$ cat config.mk
export PLATFORM = sky130hd
export DESIGN_NAME = vmt_sqrt
export DESIGN_NICKNAME = d
export VERILOG_FILES = /design/src/vmt_pkg.sv /design/src/vmt_sqrt.sv
export SDC_FILE = /design/constraint.sdc
export NUM_CORES = 2
export LEC_CHECK = 0
export BUFFER_PORTS_ARGS = -buffer_cell sky130_fd_sc_hd__buf_2
export CORE_MARGIN = 3
export CORE_UTILIZATION = 53
export DETAILED_ROUTE_END_ITERATION = 10
export PLACE_DENSITY_LB_ADDON = 0.3
export SLEW_MARGIN = 15
export SYNTH_ARGS = -nofsm -noshare
export SYNTH_HDL_FRONTEND = slang
export SYNTH_MEMORY_MAX_BITS = 65536
export SYNTH_SLANG_ARGS = --single-unit
$ cat constraint.sdc
create_clock -name i_clk -period 6.2 [get_ports i_clk]
set_input_delay 1.24 -clock i_clk [delete_from_list [all_inputs] [get_ports i_clk]]
set_output_delay 1.24 -clock i_clk [all_outputs]
set_load 0.05 [all_outputs]
$ cat src/vmt_pkg.sv
package vmt_pkg;

    // Default coordinate width in bits (signed Q16.16 at the default).
    localparam int CoordWidthDef = 32;

    // Number of point components.
    localparam int NumAxes = 3;

endpackage

$ cat src/vmt_sqrt.sv
module vmt_sqrt
    import vmt_pkg::*;
#(
    parameter int COORD_WIDTH = CoordWidthDef
) (
    input  logic                     i_clk,
    input  logic                     i_en,
    input  logic [2*COORD_WIDTH+1:0] i_sq,
    output logic [COORD_WIDTH:0]     o_root
);

    // Digit-recurrence integer square root, one result bit per stage.
    localparam int SW = 2 * COORD_WIDTH + 2;
    localparam int N  = COORD_WIDTH + 1;

    logic [SW-1:0] r_op  [0:N];
    logic [SW-1:0] r_res [0:N];

    always_ff @(posedge i_clk) begin
        if (i_en) begin
            r_op[0]  <= i_sq;
            r_res[0] <= '0;
        end
    end

    for (genvar k = 1; k <= N; k++) begin : g_stage
        localparam logic [SW-1:0] One = SW'(1) << (2 * (N - k));
        logic [SW-1:0] trial;
        logic [SW-1:0] n_op;
        logic [SW-1:0] n_res;

        always_comb begin
            trial = r_res[k-1] + One;
            if (r_op[k-1] >= trial) begin
                n_op  = r_op[k-1] - trial;
                n_res = (r_res[k-1] >> 1) + One;
            end else begin
                n_op  = r_op[k-1];
                n_res = r_res[k-1] >> 1;
            end
        end

        always_ff @(posedge i_clk) begin
            if (i_en) begin
                r_op[k]  <= n_op;
                r_res[k] <= n_res;
            end
        end
    end

    assign o_root = r_res[N][COORD_WIDTH:0];

endmodule

Word level (Yosys, flattened, before mapping)
Memories as Yosys holds them, arrays and structs flattened.
Cells that the tools add are included.
W data, S select, Z words.
- flip-flop bits (word level): 0
- bits in writable memories: 4488
- output and inout port bits: 33
- word-level logic and storage cells: 202
- memories kept: 2
- $add $sub $neg: 99
- magnitude comparators: 33
- multiplexer cells: 68
- memory list (memory ; depth ; bits a word ; rd ports ; clocked after Yosys merged registers in ; wr ports ; line ; source):
    r_op ; 34 ; 66 ; 33 ; 0 ; 34 ; vmt_sqrt.sv:16 ; logic [SW-1:0] r_op [0:N];
    r_res ; 34 ; 66 ; 34 ; 0 ; 34 ; vmt_sqrt.sv:17 ; logic [SW-1:0] r_res [0:N];
- operators with widths (kind ; count):
    $mux W66 ; 66
    $ge A66 B66 Y1 ; 33
    $sub A66 B66 Y66 ; 33
    $add A65 B1 Y66 const B ; 1
    $add A65 B11 Y66 const B ; 1
    $add A65 B13 Y66 const B ; 1
    $add A65 B15 Y66 const B ; 1
    $add A65 B17 Y66 const B ; 1
    $add A65 B19 Y66 const B ; 1
    $add A65 B21 Y66 const B ; 1
    $add A65 B23 Y66 const B ; 1
    $add A65 B25 Y66 const B ; 1
    $add A65 B27 Y66 const B ; 1
    $add A65 B29 Y66 const B ; 1
    $add A65 B3 Y66 const B ; 1
    $add A65 B31 Y66 const B ; 1
    $add A65 B33 Y66 const B ; 1
    $add A65 B35 Y66 const B ; 1
    $add A65 B37 Y66 const B ; 1
    $add A65 B39 Y66 const B ; 1
    $add A65 B41 Y66 const B ; 1
    $add A65 B43 Y66 const B ; 1
    $add A65 B45 Y66 const B ; 1
    $add A65 B47 Y66 const B ; 1
    46 further kinds ; 47

Longest topological paths before layout
- word-level depth: 3
- gate-level depth with buffers: 15
- mapped depth without buffers: 13

Least setup slack after synthesis
No wires, ideal clock.
- kind: reg-to-reg
- from: mem r_op[31][45] in the netlist's numbering
- to: mem r_op[32][53] in the netlist's numbering (data pin)
- data arrival time: 3.326 ns
- data required time: 5.929 ns
- path slack: 2.602 ns
- stages on the path, launching flop included: 13
- path buffers: 2
- path through: edfxtp_1 or4_4 or3_1 buf_2 or4_4 or4b_1 a21oi_2 o21ai_4 o311ai_4 or3_1 buf_4 nor4_1 xor2_1
- RTL lines (element ; line):
    from (decl) ; vmt_sqrt.sv:16

==> results.cfg <==
[status]
status = completed

[setup_path]
r2r-end = r_op[31][23]$_DFFE_PP_
crit_type = register to register
r2r_slack_ns = 1.27
required_ns = 6.79
rr_worst_depth = 12
start_kind = register
cp.arrival_ns = 5.52
endpoint_kind = register
critPathMaxFanout = 32
timing.rr.start = r_op[30][7]$_DFFE_PP_

[logic_synthesis]
yosysMostFrequentCell = edfxtp_1
yosys_most_used_dff = edfxtp_1
synth_fp_nets = 10900
synth-seq-cells = 2739
synth_top_area_share_pct = 63.3
ys_top_cells_by_count = edfxtp_1 (2739), inv_1 (718), nand2_1 (682)
synth_async_sr_flop_share_pct = 0
ys_seq_area_share_pct = 63.3
synthCells = 10200
synth_top_cell_by_area = edfxtp_1
yosysWarnings = 0
mappedNetlistArea_sq_mm = 0.130
synth.area.top_cells = edfxtp_1 (63%), ha_1 (5.7%), xnor2_1 (3.3%)
synth_edf_count = 2739
synth_cell_type_count = 99
avgSynthCellArea_sq_um = 12.7

[placement]
gp_congestion = 0.994
dp_hpwl_microns = 253000
dpl.cell_count = 13400
portBuffers = 100

[sta]
slew_viol_final = 0
hold_violations = 0
tightest_slew_ns = 1.26
setup_tns_ns = 0
finalClockSkew_ns = 0.0803
min_period_ns = 4.93
maxClockFrequency_mhz = 203
fin_hold_ws_ns = 0.405
setup_viol = 0
timing.slew.headroom_pct = 15.7
finalCritPeriodShare_pct = 79.5
rsz0062_at_grt = no

[pwr]
p_sw_mw = 15.9
powerDensity_mw_per_mm2 = 377
swShare_pct = 29.4
p_comb_share_pct = 20.7
p_seq_share_pct = 47.2
p_clk_share_pct = 32.1
power.internal_mw = 38.3
power.total_mw = 54.3
p_leak_nw = 53.9
ir_drop_uv = 315

[hold_path]
min_from = r_op[6][21]$_DFFE_PP_
hp-class = register to register
holdPathStages = 0
min_to = r_op[7][21]$_DFFE_PP_

[drt]
routed_wirelength_microns = 335000
drt_iter0_drc = 7736
drcViolationCount = 0
drtPass1Iterations = 8
avgViaCountPerCell = 5.99
wl_per_cell_microns = 24.1
dr_total_vias = 83200
route.antenna.remaining_nets = 0

[floorplanning]
dieArea_sq_mm = 0.251
core_sq_mm = 0.243
die_w_microns = 501
die_height_microns = 501
num_rows = 181
ios = 101
initial_core_util_pct = 53.3

[grt]
grt_start_max_net_pins = 198
grt_use_total_pct = 26.2
grt_pass1_vias = 81200
globalRoute.totalOverflow = 0
grt_antenna_before_repair = 15
grt_pass1_wl_microns = 499000

[final_layout]
fillers = 18700
instances_no_fill = 13900
fin_nets = 11100
drive_above_1_share_pct = 7.50
syn_to_final_growth_pct = 10.8
final_core_utilization_pct = 59.1

[clock_network]
clockBufferDepth = 4
cts_tree = done
cts_inserted_buffers = 298
clock_tree.root_cell = clkbuf_16
postCtsSetupBuffers = 0
ctsResizeCount = 0
ctsHoldBuffers = 0
clock-sinks = 2739
worstSkewPairLatency_ns = 0.96
path_clk_slew_ns = 0.06
htreeDepth = 5

[run]
drv_cap = 0
## placed cells by master (no fill, tap or decap), drive strengths merged, types with 44 or more instances in the layout
| cell | instances |
|---|---|
| a211oi | 44 |
| a21o | 246 |
| a21oi | 635 |
| a31oi | 51 |
| and3 | 51 |
| buf | 171 |
| clkbuf | 338 |
| clkinv | 109 |
| edfxtp | 2739 |
| ha | 590 |
| inv | 726 |
| mux2 | 96 |
| nand2 | 682 |
| nand2b | 108 |
| nand3 | 177 |
| nand4 | 169 |
| nor2 | 658 |
| nor2b | 81 |
| nor3 | 264 |
| nor4 | 358 |
| nor4b | 59 |
| o21a | 105 |
| o21ai | 480 |
| o21bai | 53 |
| or3 | 96 |
| or4 | 75 |
| xnor2 | 482 |
| xor2 | 454 |
## power groups by stage
stage	Clock, mW	Sequential, mW	Combinational, mW
2_1_floorplan	0	24.8	8.10
3_3_place_gp	0	25.9	10.9
3_5_place_dp	0	25.9	11.0
4_1_cts	17.7	25.6	11.1
5_1_grt	18.5	25.8	12.4
6_report	17.4	25.6	11.2
## state kept, by name, summed over array words and instances (netlist names)
register,count
r_res,561
r_op,2178
## layer usage
layer / wire [microns] / global-route usage, % / share of wire (%)
met1: 128000 / 31.6 / 38
met2: 168000 / 45.7 / 50
met3: 16900 / 3.33 / 5.1
met4: 21500 / 14.6 / 6.4
met5: 83 / 0 / 0.025
## stage by stage
| step | cell area, sq um | worst slack (ns) |
|---|---|---|
| 2_1_floorplan | 130000 | 2.60 |
| 3_3_place_gp | 134000 | 1.57 |
| 3_5_place_dp | 134000 | 1.52 |
| 4_1_cts | 144000 | 1.41 |
| 5_1_grt | 144000 | 0.982 |
| 6_report | 144000 | 1.27 |
## area by class of cell
| class | instances | area, sq um | share of cell area [%] |
|---|---|---|---|
| diodes | 5 | 12.5 | 0.00870 |
| clock buffers | 338 | 7730 | 5.38 |
| clock inverters | 168 | 1760 | 1.23 |
| inverters | 721 | 2710 | 1.88 |
| multi-input cells | 6541 | 44100 | 30.7 |
| flip-flops and latches | 2739 | 82200 | 57.2 |
| well taps | 3202 | 4010 | 2.79 |
| repair buffers | 171 | 1230 | 0.854 |
## kinds of logic (layout without fill, tap and decap cells)
| family | count (synthesis) | count (layout) | synth area share [%] |
|---|---|---|---|
| buf+inv | 930 | 1398 | 2.73 |
| compound gates | 1907 | 1907 | 9.11 |
| xor+xnor | 936 | 936 | 6.31 |
| mux | 102 | 102 | 0.882 |
| fa+ha+maj | 590 | 590 | 5.69 |
| other cells | 0 | 5 | 0 |
| simple gates | 3006 | 3006 | 11.9 |
| flops | 2739 | 2739 | 63.3 |
## how the worst max path moves through the flow
stage	startpoint	endpoint	slack, ns	depth (start not counted)
final	r_op[30][7]$_DFFE_PP_	r_op[31][23]$_DFFE_PP_	1.27	12
after global routing	r_op[30][7]$_DFFE_PP_	r_op[31][15]$_DFFE_PP_	0.98	12
after CTS	r_op[30][7]$_DFFE_PP_	r_op[31][23]$_DFFE_PP_	1.41	12
after detailed placement	r_op[30][7]$_DFFE_PP_	r_op[31][5]$_DFFE_PP_	1.52	12
after global placement	r_op[30][7]$_DFFE_PP_	r_op[31][20]$_DFFE_PP_	1.57	12
after floorplan	r_op[31][45]$_DFFE_PP_	r_op[32][53]$_DFFE_PP_	2.60	12
## critical path, stage by stage, from the launching register on
cell	delay, ns
edfxtp_1	0.41
ha_1	0.36
o21ai_0	0.26
a21oi_1	0.12
a221oi_1	0.45
o21ai_0	0.34
a21bo_2	0.34
o21ai_0	0.55
o41a_1	0.42
buf_4	0.39
inv_1	0.54
nor2_1	0.27
a21oi_1	0.07
(Power assumes the default switching activity.)
